### src/rtl/core/sled_pkg.sv
`timescale 1ns / 1ps

package sled_pkg;

  // largest byte count the length field must hold
  localparam int unsigned MaxStringDef = 4096;

  // results that one character can cause, and result queue depth
  localparam int unsigned MaxRes    = 3;
  localparam int unsigned FifoDepth = 4;

  localparam logic KindData = 1'b0;
  localparam logic KindEnd  = 1'b1;

  localparam logic [1:0] StOk      = 2'd0;
  localparam logic [1:0] StUnknown = 2'd1;
  localparam logic [1:0] StBadHex  = 2'd2;
  localparam logic [1:0] StUnterm  = 2'd3;

  typedef struct packed {
    logic       kind;
    logic [7:0] data;
    logic [1:0] status;
    logic       ret;
    logic       last;
  } sled_res_t;

endpackage

### src/rtl/core/sled_core.sv
`timescale 1ns / 1ps

module sled_core #(
  parameter int unsigned MaxString = sled_pkg::MaxStringDef,
  parameter int unsigned LenW      = $clog2(MaxString + 1)
) (
  input  logic                clk_i,
  input  logic                rst_ni,
  input  logic                fire_i,
  input  logic [7:0]          in_char_i,
  input  logic                start_req_i,
  output logic [1:0]          num_o,
  output sled_pkg::sled_res_t res_o [sled_pkg::MaxRes],
  output logic [LenW-1:0]     len_o [sled_pkg::MaxRes]
);
  import sled_pkg::*;

  typedef enum logic [2:0] {
    ModeDone  = 3'd0,
    ModeText  = 3'd1,
    ModeQuote = 3'd2,
    ModeEsc   = 3'd3,
    ModeOct1  = 3'd4,
    ModeOct2  = 3'd5,
    ModeHex0  = 3'd6,
    ModeHex1  = 3'd7
  } mode_e;

  mode_e           mode_q, mode_d, mode_cur;
  logic [8:0]      accum_q, accum_d, accum_cur;
  logic [LenW-1:0] cnt_q, cnt_d, run;
  logic [1:0]      num;
  logic            do_text;
  logic            octal;
  logic            is_hex;
  logic [3:0]      hex_val;
  logic [7:0]      lower;
  sled_res_t       res [MaxRes];

  function automatic sled_res_t mk_res(logic kind, logic [7:0] data, logic [1:0] status,
                                       logic ret);
    sled_res_t r;
    r.kind   = kind;
    r.data   = data;
    r.status = status;
    r.ret    = ret;
    r.last   = 1'b0;
    return r;
  endfunction

  assign octal = (in_char_i >= "0") && (in_char_i <= "7");
  assign lower = in_char_i | 8'h20;

  always_comb begin
    is_hex  = 1'b0;
    hex_val = '0;
    if ((in_char_i >= "0") && (in_char_i <= "9")) begin
      is_hex  = 1'b1;
      hex_val = 4'(in_char_i - "0");
    end else if ((lower >= "a") && (lower <= "f")) begin
      is_hex  = 1'b1;
      hex_val = 4'(lower - "a" + 8'd10);
    end
  end

  always_comb begin
    mode_cur  = start_req_i ? ModeText : mode_q;
    accum_cur = start_req_i ? '0 : accum_q;
    mode_d    = mode_cur;
    accum_d   = accum_cur;
    num       = '0;
    do_text   = 1'b0;
    for (int i = 0; i < MaxRes; i++) begin
      res[i] = '0;
    end

    unique case (mode_cur)
      ModeDone: begin
      end
      ModeText: begin
        do_text = 1'b1;
      end
      ModeQuote: begin
        if (in_char_i == "\"") begin
          mode_d = ModeText;
          res[num] = mk_res(KindData, "\"", StOk, 1'b0);
          num = num + 2'd1;
        end else begin
          mode_d = ModeDone;
          res[num] = mk_res(KindEnd, 8'h00, StOk, 1'b1);
          num = num + 2'd1;
        end
      end
      ModeEsc: begin
        mode_d = ModeText;
        unique case (in_char_i)
          "a":  begin res[num] = mk_res(KindData, 8'd7,  StOk, 1'b0); num = num + 2'd1; end
          "b":  begin res[num] = mk_res(KindData, 8'd8,  StOk, 1'b0); num = num + 2'd1; end
          "f":  begin res[num] = mk_res(KindData, 8'd12, StOk, 1'b0); num = num + 2'd1; end
          "n":  begin res[num] = mk_res(KindData, 8'd10, StOk, 1'b0); num = num + 2'd1; end
          "r":  begin res[num] = mk_res(KindData, 8'd13, StOk, 1'b0); num = num + 2'd1; end
          "t":  begin res[num] = mk_res(KindData, 8'd9,  StOk, 1'b0); num = num + 2'd1; end
          "v":  begin res[num] = mk_res(KindData, 8'd11, StOk, 1'b0); num = num + 2'd1; end
          "\\", "\"": begin
            res[num] = mk_res(KindData, in_char_i, StOk, 1'b0);
            num = num + 2'd1;
          end
          "x":  mode_d = ModeHex0;
          default: begin
            if (octal) begin
              accum_d = 9'(in_char_i - "0");
              mode_d  = ModeOct1;
            end else begin
              res[num] = mk_res(KindData, in_char_i, StUnknown, 1'b0);
              num = num + 2'd1;
              // line end right after a backslash still ends the string
              do_text = (in_char_i == 8'h00);
            end
          end
        endcase
      end
      ModeOct1: begin
        if (octal) begin
          accum_d = 9'({accum_cur, 3'b000} + 12'(in_char_i - "0"));
          mode_d  = ModeOct2;
        end else begin
          mode_d = ModeText;
          res[num] = mk_res(KindData, accum_cur[7:0], StOk, 1'b0);
          num = num + 2'd1;
          do_text = 1'b1;
        end
      end
      ModeOct2: begin
        mode_d = ModeText;
        if (octal) begin
          res[num] = mk_res(KindData, 8'({accum_cur[4:0], 3'b000} + 8'(in_char_i - "0")),
                            StOk, 1'b0);
          num = num + 2'd1;
        end else begin
          res[num] = mk_res(KindData, accum_cur[7:0], StOk, 1'b0);
          num = num + 2'd1;
          do_text = 1'b1;
        end
      end
      ModeHex0: begin
        if (is_hex) begin
          accum_d = 9'(hex_val);
          mode_d  = ModeHex1;
        end else begin
          mode_d = ModeText;
          res[num] = mk_res(KindData, "x", StBadHex, 1'b0);
          num = num + 2'd1;
          res[num] = mk_res(KindData, "x", StOk, 1'b0);
          num = num + 2'd1;
          do_text = 1'b1;
        end
      end
      ModeHex1: begin
        mode_d = ModeText;
        if (is_hex) begin
          res[num] = mk_res(KindData, {accum_cur[3:0], hex_val}, StOk, 1'b0);
          num = num + 2'd1;
        end else begin
          res[num] = mk_res(KindData, accum_cur[7:0], StBadHex, 1'b0);
          num = num + 2'd1;
          do_text = 1'b1;
        end
      end
      default: begin
      end
    endcase

    // plain text handling, also for a character that closed a short escape
    if (do_text) begin
      if (in_char_i == 8'h00) begin
        mode_d = ModeDone;
        res[num] = mk_res(KindEnd, 8'h00, StUnterm, 1'b1);
        num = num + 2'd1;
      end else if (in_char_i == "\"") begin
        mode_d = ModeQuote;
      end else if (in_char_i == "\\") begin
        mode_d = ModeEsc;
      end else begin
        res[num] = mk_res(KindData, in_char_i, StOk, 1'b0);
        num = num + 2'd1;
      end
    end
  end

  // running saturating count across the results of this character
  always_comb begin
    run = start_req_i ? '0 : cnt_q;
    for (int i = 0; i < MaxRes; i++) begin
      res_o[i]      = res[i];
      res_o[i].last = (2'(i) + 2'd1 == num);
      len_o[i]      = '0;
      if (2'(i) < num) begin
        if (res[i].kind == KindEnd) begin
          len_o[i] = run;
        end else if (run < LenW'(MaxString)) begin
          run = run + 1'b1;
        end
      end
    end
    cnt_d = run;
  end

  assign num_o = fire_i ? num : 2'd0;

  always_ff @(posedge clk_i or negedge rst_ni) begin
    if (!rst_ni) begin
      mode_q  <= ModeDone;
      accum_q <= '0;
      cnt_q   <= '0;
    end else if (fire_i) begin
      mode_q  <= mode_d;
      accum_q <= accum_d;
      cnt_q   <= cnt_d;
    end
  end

endmodule

### src/rtl/core/sled_rfifo.sv
`timescale 1ns / 1ps

module sled_rfifo #(
  parameter int unsigned LenW = 13
) (
  input  logic                clk_i,
  input  logic                rst_ni,
  input  logic [1:0]          push_num_i,
  input  sled_pkg::sled_res_t push_res_i [sled_pkg::MaxRes],
  input  logic [LenW-1:0]     push_len_i [sled_pkg::MaxRes],
  output logic                full_o,
  output logic                out_valid_o,
  input  logic                out_stall_i,
  output sled_pkg::sled_res_t out_res_o,
  output logic [LenW-1:0]     out_len_o
);
  import sled_pkg::*;

  localparam int unsigned PtrW = $clog2(FifoDepth);
  localparam int unsigned CntW = $clog2(FifoDepth + 1);

  sled_res_t       mem_res [FifoDepth];
  logic [LenW-1:0] mem_len [FifoDepth];
  logic [PtrW-1:0] wr_q, rd_q;
  logic [CntW-1:0] count_q;
  logic            pop;

  assign out_valid_o = (count_q != '0);
  assign pop         = out_valid_o && !out_stall_i;
  // room for a worst case character is needed before the next transfer in
  assign full_o      = (count_q > CntW'(FifoDepth - MaxRes));
  assign out_res_o   = mem_res[rd_q];
  assign out_len_o   = mem_len[rd_q];

  always_ff @(posedge clk_i) begin
    for (int i = 0; i < MaxRes; i++) begin
      if (2'(i) < push_num_i) begin
        mem_res[wr_q + PtrW'(i)] <= push_res_i[i];
        mem_len[wr_q + PtrW'(i)] <= push_len_i[i];
      end
    end
  end

  always_ff @(posedge clk_i or negedge rst_ni) begin
    if (!rst_ni) begin
      wr_q    <= '0;
      rd_q    <= '0;
      count_q <= '0;
    end else begin
      wr_q    <= wr_q + PtrW'(push_num_i);
      rd_q    <= rd_q + PtrW'(pop);
      count_q <= count_q + CntW'(push_num_i) - CntW'(pop);
    end
  end

endmodule

### src/rtl/core/string_literal_escape_decoder.sv
`timescale 1ns / 1ps

// channel | direction | handshake               | payload
// in      | input     | in_valid_i / in_stall_o | in_char_i, start_req_i
// out     | output    | out_valid_o / out_stall_i | kind_o, out_byte_o, status_o,
//         |           |                         | char_returned_o, length_o, last_o
//
// one character is taken per cycle while in_stall_o is low; its zero to three results land in a four
// entry result queue and leave one per cycle from registers while out_stall_i is low.
// in_stall_o rises while more than one result is still queued, so with the
// output flowing a character with two or three results holds the input until
// at most one result is left queued.
// reset leaves the decoder waiting for a character with start_req_i set.
module string_literal_escape_decoder #(
  parameter int unsigned MaxString = sled_pkg::MaxStringDef,
  parameter int unsigned LenW      = $clog2(MaxString + 1)
) (
  input  logic            clk_i,
  input  logic            rst_ni,
  input  logic            in_valid_i,
  output logic            in_stall_o,
  input  logic [7:0]      in_char_i,
  input  logic            start_req_i,
  output logic            out_valid_o,
  input  logic            out_stall_i,
  output logic            kind_o,
  output logic [7:0]      out_byte_o,
  output logic [1:0]      status_o,
  output logic            char_returned_o,
  output logic [LenW-1:0] length_o,
  output logic            last_o
);
  import sled_pkg::*;

  logic            fire;
  logic            full;
  logic [1:0]      push_num;
  sled_res_t       push_res [MaxRes];
  logic [LenW-1:0] push_len [MaxRes];
  sled_res_t       out_res;

  assign in_stall_o = full;
  assign fire       = in_valid_i && !full;

  sled_core #(
    .MaxString(MaxString),
    .LenW     (LenW)
  ) u_core (
    .clk_i      (clk_i),
    .rst_ni     (rst_ni),
    .fire_i     (fire),
    .in_char_i  (in_char_i),
    .start_req_i(start_req_i),
    .num_o      (push_num),
    .res_o      (push_res),
    .len_o      (push_len)
  );

  sled_rfifo #(
    .LenW(LenW)
  ) u_rfifo (
    .clk_i      (clk_i),
    .rst_ni     (rst_ni),
    .push_num_i (push_num),
    .push_res_i (push_res),
    .push_len_i (push_len),
    .full_o     (full),
    .out_valid_o(out_valid_o),
    .out_stall_i(out_stall_i),
    .out_res_o  (out_res),
    .out_len_o  (length_o)
  );

  assign kind_o          = out_res.kind;
  assign out_byte_o      = out_res.data;
  assign status_o        = out_res.status;
  assign char_returned_o = out_res.ret;
  assign last_o          = out_res.last;

endmodule

### config.mk
export PLATFORM = sky130hd
export DESIGN_NAME = string_literal_escape_decoder
export DESIGN_NICKNAME = d
export VERILOG_FILES = /design/src/rtl/core/sled_pkg.sv /design/src/rtl/core/sled_core.sv /design/src/rtl/core/sled_rfifo.sv /design/src/rtl/core/string_literal_escape_decoder.sv
export SDC_FILE = /design/constraint.sdc
export NUM_CORES = 1
export LEC_CHECK = 0
export BUFFER_PORTS_ARGS = -buffer_cell sky130_fd_sc_hd__buf_2
export CAP_MARGIN = 30
export CORE_ASPECT_RATIO = 0.5
export CORE_UTILIZATION = 33
export DETAILED_ROUTE_END_ITERATION = 6
export SYNTH_ARGS = -nofsm -noshare
export SYNTH_HDL_FRONTEND = slang
export SYNTH_SLANG_ARGS = --single-unit
export TNS_END_PERCENT = 10
### constraint.sdc
create_clock -name clk_i -period 17.5 [get_ports clk_i]
set_input_delay 5.25 -clock clk_i [delete_from_list [all_inputs] [get_ports clk_i]]
set_output_delay 5.25 -clock clk_i [all_outputs]
set_load 0.1 [all_outputs]
==> results.md, run 1 <==
* Status: finished clean
* R2R Path Start: u_core.mode_q[0]
* Most frequent CP cell: ha_1
* DRT iter0 DRCs at between 1500 and 2000
* R2r setup slk at between 10 and 15 ns
* Hold Buf Count CTS at 0
* Largest net degree at the start of global routing at 35
* First-pass GRT wire length at around 55000 um
* GRT Total Usage at 0.230
* Slew @ Worst Pin at roughly 0.94 ns
* CTS H-tree lvls at 4
* Mapped Cells at around 1100
* Die height at 125 um
* Critical path cell sequence: buf_2, inv_1, ha_1, nand2_1, o22ai_2, a22oi_1, and3_1, ha_1, a311oi_2, a21boi_2, a211oi_4, nand2_1, xnor2_1, ha_1, nor3b_1, nand3_1, a2111oi_4, nand4_1, or4b_1, a21oi_1
* DRC violations left at 0
* Share of layout cells above drive strength 1 at 0.144
* HP Class: reg2reg
* Share of the synthesized area in the top cell type at 0.299
* Pleak at a little under 4 nW
* Crit-path slowest cell: o22ai_2
* Routability Congestion at 1.00
* Maxcap violations at 0
* Reg2reg path depth at 17
* Vias per inst at ~6.4
* Sequential cell area at between 0.003 and 0.004 mm^2
* Port bufs at 40
* Slew Viols, Final at 0
* Mapped Nets at about 1100
* Clk sinks at 131
* Post-CTS sizing at 0
* Vias in the first global route at between 9000 and 10000
* Commonest non-fill, non-tap cell in the layout: nand2_1
* TritonRoute pass-1 iters at 7
* Area leader, netlist: edfxtp_1
* Ports at between 40 and 50
* CP startpoint: in_char_i[4]
* Main flop type after synthesis: edfxtp_1
* Area grow syn2layout at 11.6%
* WL final at about 36000 um
* RSZ-0062 raised after global routing: false
* Tmin final at about 11 ns
* Ys async rst share at 0.237
* Avg Inst Size Synth at a little over 9 um^2
* Worst path bufs/invs at 2
* Final Hold Vio Count at 0
* Post-synth EDFFs at 100
* Rows at 44
* Final net count at 1130
* Crit. End Element: register
* Worst hold endpoint: u_rfifo.rd_q[1]
* Die W at ~250 um
* FF+latch count, synth at about 130
* Clock skew at approximately 0.025 ns
* Period utilization at 0.631
* Synth Area in Adders at 0.0422
* CP Data Arrival Time at around 11 ns
* Synth Area in Compound Gates at 0.233
* Nature of the critical path startpoint: primary input
* Multi-input gate area at about 0.0058 mm^2
* Filler cells at approximately 2900
* Clock Tree Root: clkbuf_16
* CTS clk-pin slew, worst paths at roughly 0.06 ns
* Total power divided by cell area at 125 mW/mm^2
* Area of the die at 0.0311 mm^2
* Synthesis Warnings at 0
* Initial antenna violation count at 1
* Tot Pwr at 1.40 mW
* Count of cell types in the netlist at a little under 90
* TNS Setup at 0 ns
* Mapped Area at between 0.01 and 0.015 mm^2
* Post-CTS Setup Repair Bufs at 0
* Post-synthesis mux area share at 0.0668
* Clock buffer depth at 2
* Final ANT Viol Nets at 0
* # setup viols final at 0
* Final HPWL DP at 25600 um
* Cts bufs inserted at 17
* End of the worst register-to-register path: u_core.cnt_q[12]
* Peak VDD IR at ~0.11 mV
* Diodes inserted at 0
* Remaining Overflow, GRT at 0
* Crit path depth at 20
* CTS tree: yes
* Core area at 0.0295 mm^2
* Via count at roughly 9500
* Most frequent cells in the layout: 156 x nand2_1, 100 x edfxtp_1, 81 x nor2_1
* Initial Util at 0.340
* WHS Path Cells at 1
* Seq/Total Area, Yosys at 0.377
* Largest family of logic cells by synthesized area: compound AO/OA/AOI/OAI gates
* Post-Synth Simple-Gate Area at 0.200
* XOR/XNOR Fraction of Synth Area at 0.0393
* Clock Latency Late Sink at approximately 0.45 ns
* Synth area leaders: edfxtp_1 30%, dfrtp_1 7.7%, nand2_1 5.8%
* Drt wl/cell at between 20 and 25 um
* Critical path's largest stage delay at ~0.56 ns
* Worst-path fanout max at 14
* Worst EP required at about 18 ns
* Slew HR at 0.371
* Kind of critical path: in2reg
* Delay-heaviest family, CP: compound AO/OA/AOI/OAI gates
* Peak Freq at ~0.09 GHz
* Hold wc startpoint: u_rfifo.rd_q[1]
-- metrics by stage --
| stage | worst slack, ns | area, um^2 | hold slack (ns) | std cells | utilization |
|---|---|---|---|---|---|
| after global routing | 5.99 | 11200 | 0.500 | 1489 | 0.380 |
| final | 6.45 | 11200 | 0.475 | 1489 | 0.380 |
| after detailed placement | 6.14 | 10600 | 0.468 | 1457 | 0.360 |
| after global placement | 6.38 | 10600 | 0.460 | 1456 | 0.360 |
| after floorplan | 5.10 | 10000 | 0.442 | 1078 | - |
| after CTS | 6.56 | 11200 | 0.476 | 1489 | 0.380 |
-- report_power, final --
part	total, mW	switching (mW)	internal [mW]
registers	0.407	0.0328	0.374
logic	0.621	0.473	0.148
clock network	0.375	0.161	0.214
total	1.40	0.666	0.736
-- cells by family (layout without fill, tap and decap cells) --
| group | Yosys count | in the layout |
|---|---|---|
| AND/OR/NAND/NOR | 412 | 412 |
| AO/OA/AOI/OAI | 319 | 319 |
| flip-flops | 131 | 131 |
| buffers and inverters | 104 | 124 |
| XOR/XNOR | 45 | 45 |
| multiplexers | 35 | 35 |
| adder cells (fa/ha/maj) | 32 | 32 |
-- worst max path at each step --
stage	slack (ns)	end
floorplan	5.10	u_rfifo.mem_len[2][0]
global placement	6.38	u_core.cnt_q[12]
detailed placement	6.14	u_core.cnt_q[12]
CTS	6.56	u_core.cnt_q[12]
global route	5.99	u_core.cnt_q[12]
finish	6.45	u_core.cnt_q[12]
-- cell usage after synthesis (all sizes together), types with 18 or more instances --
cell	n
o221ai	59
a21oi	54
xor2	18
buf	18
dfrtp	31
nand2	156
ha	29
nor2	84
nor3	18
o21ai	72
inv	29
mux4	25
nand3	53
edfxtp	100
nor2b	20
clkbuf	57
xnor2	27
-- cell type report --
cell class                 count  area share
clock buffer                  17      0.0380
sequential                   131       0.338
timing repair buffer          63      0.0336
clock inverter                15      0.0151
tap                          391      0.0437
inverter                      29     0.00972
multi-input combinational    843       0.522
-- routing by layer --
| metal | vias up | global-route usage | share of wire |
|---|---|---|---|
| li1 | 4140 | - | - |
| met1 | 4665 | 0.337 | 0.44 |
| met2 | 627 | 0.332 | 0.42 |
| met3 | 81 | 0.0570 | 0.12 |
| met4 | 2 | 0.0661 | 0.020 |
| met5 | - | 0 | 0.00037 |
-- registers in the layout, summed over array words and instances (netlist names) --
signal,flops
u_core.cnt_q,13
u_rfifo.mem_res,48
u_rfifo.count_q,3
u_rfifo.wr_q,2
u_core.accum_q,8
u_rfifo.rd_q,2
u_core.mode_q,3
u_rfifo.mem_len,52
Note: power is estimated with default switching activity, not from simulation.
==> run 2: changes to the inputs <==
clock period = 9.9 ns   (was 17.5 ns; I/O delays follow)
==> results.md, run 2 (synthesized netlist as in run 1, its figures left out) <==
* Remaining Overflow, GRT at 0
* R2r setup slk at around 3.8 ns
* Pre-CTS WS at 0.861 ns
* Crit. End Element: register
* Share of layout cells above drive strength 1 at 0.150
* Drt wl/cell at around 25 um
* Area of the die at around 0.031 mm^2
* Hold Buf Count CTS at 0
* Vias per inst at roughly 6.3
* Status: finished clean
* Final core utilization at 0.384
* Ports at 41
* Final ANT Viol Nets at 0
* # setup viols final at 0
* HP Class: reg2reg
* TritonRoute pass-1 iters at 6
* Tmin final at 8.73 ns
* Nature of the critical path startpoint: primary input
* RSZ-0062 raised after global routing: false
* Clk sinks at about 130
* Diodes inserted at 0
* Most frequent cells in the layout: 156 x nand2_1, 100 x edfxtp_1, 81 x nor2_1
* Clock Latency Late Sink at 0.45 ns
* Die height at between 100 and 150 um
* Final WS setup at between 1 and 1.5 ns
* CP Data Arrival Time at a little over 9 ns
* Peak Freq at ~0.11 GHz
* Period utilization at 0.882
* Largest regs: u_rfifo.mem_len (52), u_rfifo.mem_res (48), u_core.cnt_q (13)
* DRC violations left at 0
* Clock Tree Root: clkbuf_16
* Maxcap violations at 0
* Slew @ Worst Pin at just over 1 ns
* Max reg flops at 52
* Kind of critical path: in2reg
* Tot Pwr at roughly 2.6 mW
* R2R Path Start: u_core.mode_q[0]
* CTS clk-pin slew, worst paths at 0.06 ns
* Initial Util at 0.340
* Rows at 44
* Vias in the first global route at approximately 8900
* Via count at roughly 9400
* Post-CTS Setup Repair Bufs at 0
* Commonest non-fill, non-tap cell in the layout: nand2_1
* Final std cells w/o fill at ~1500
* Clock buffer depth at 2
* Port bufs at 40
* Slew HR at 0.323
* CTS H-tree lvls at 4
* Peak VDD IR at roughly 0.19 mV
* Dpl cells at roughly 1500
* Final Hold Vio Count at 0
* Clock skew at between 0.02 and 0.025 ns
* Routability Congestion at roughly 0.97
* WL final at 36700 um
* CTS tree: yes
* Worst EP required at just over 10 ns
* DRT iter0 DRCs at around 1500
* Cts bufs inserted at 17
* CP startpoint: in_char_i[4]
* Area grow syn2layout at 12.8%
* Post-CTS sizing at 0
* GRT Total Usage at 0.234
* Die W at about 250 um
* Pleak at a little under 4 nW
* Core area at approximately 0.029 mm^2
* Total power divided by cell area at 226 mW/mm^2
* Slew Viols, Final at 0
* Top reg by flops: u_rfifo.mem_len
* Final net count at roughly 1100
* First-pass GRT wire length at 55100 um
* Hold wc startpoint: u_rfifo.rd_q[1]
* Largest net degree at the start of global routing at 35
* Final HPWL DP at between 20000 and 30000 um
* Worst-path fanout max at 14
* TNS Setup at 0 ns
* Initial antenna violation count at 0
## run 2: changes by cell type in the layout (fill, tap and decap cells not counted), sizes merged
cell	before	now
buf	63	70
bufinv	2	4
clkinv	5	3
## run 2: path summary, 6_finish.rpt
path	end	cells past startpoint
max in group asynchronous	u_rfifo.rd_q[0]	1
max reg2reg	u_core.cnt_q[12]	18
max	u_core.cnt_q[12]	20
min in group asynchronous	u_core.accum_q[3]	1
min reg2reg	u_rfifo.rd_q[1]	1
min	u_rfifo.rd_q[1]	1
## run 2: worst max-delay path, stage by stage
cell and delay, ns:
buf_2 0.20, inv_1 0.19, ha_1 0.32, nand2_1 0.17, o22ai_2 0.56, a22oi_1 0.24
and3_1 0.33, ha_1 0.36, a21o_1 0.23, o31a_1 0.17, a211oi_4 0.45, nand2_1 0.20
xnor2_1 0.36, ha_1 0.30, nor3b_1 0.50, nand3_1 0.25, a2111oi_4 0.50, nand4_1 0.13
or4b_1 0.50, a21oi_1 0.15
## run 2: power breakdown
group | switching, mW | total, mW | internal (mW)
clock | 0.291 | 0.722 | 0.431
combinational | 0.829 | 1.10 | 0.268
sequential | 0.0721 | 0.733 | 0.660
## run 2: cell type report
class | instances | area, um^2
inverter | 29 | 109
fill | 2868 | 18100
timing repair buffer | 70 | 439
clock buffer | 17 | 425
sequential | 131 | 3780
clock inverter | 15 | 219
tap | 391 | 489
multi-input combinational | 843 | 5850
## run 2: per-layer routing
metal | part of all wire | vias to the layer above | track usage
li1 | - | 4157 | -
met1 | 0.47 | 4617 | 0.349
met2 | 0.41 | 509 | 0.329
met3 | 0.098 | 67 | 0.0566
met4 | 0.020 | 0 | 0.0691
met5 | 0 | - | 0
## run 2: per-stage QoR
step	instance area, um^2	hold slack, ns
after detailed placement	10700	0.467
after global routing	11300	0.501
after floorplan	10000	0.442
final	11300	0.469
after global placement	10600	0.457
after CTS	11300	0.480
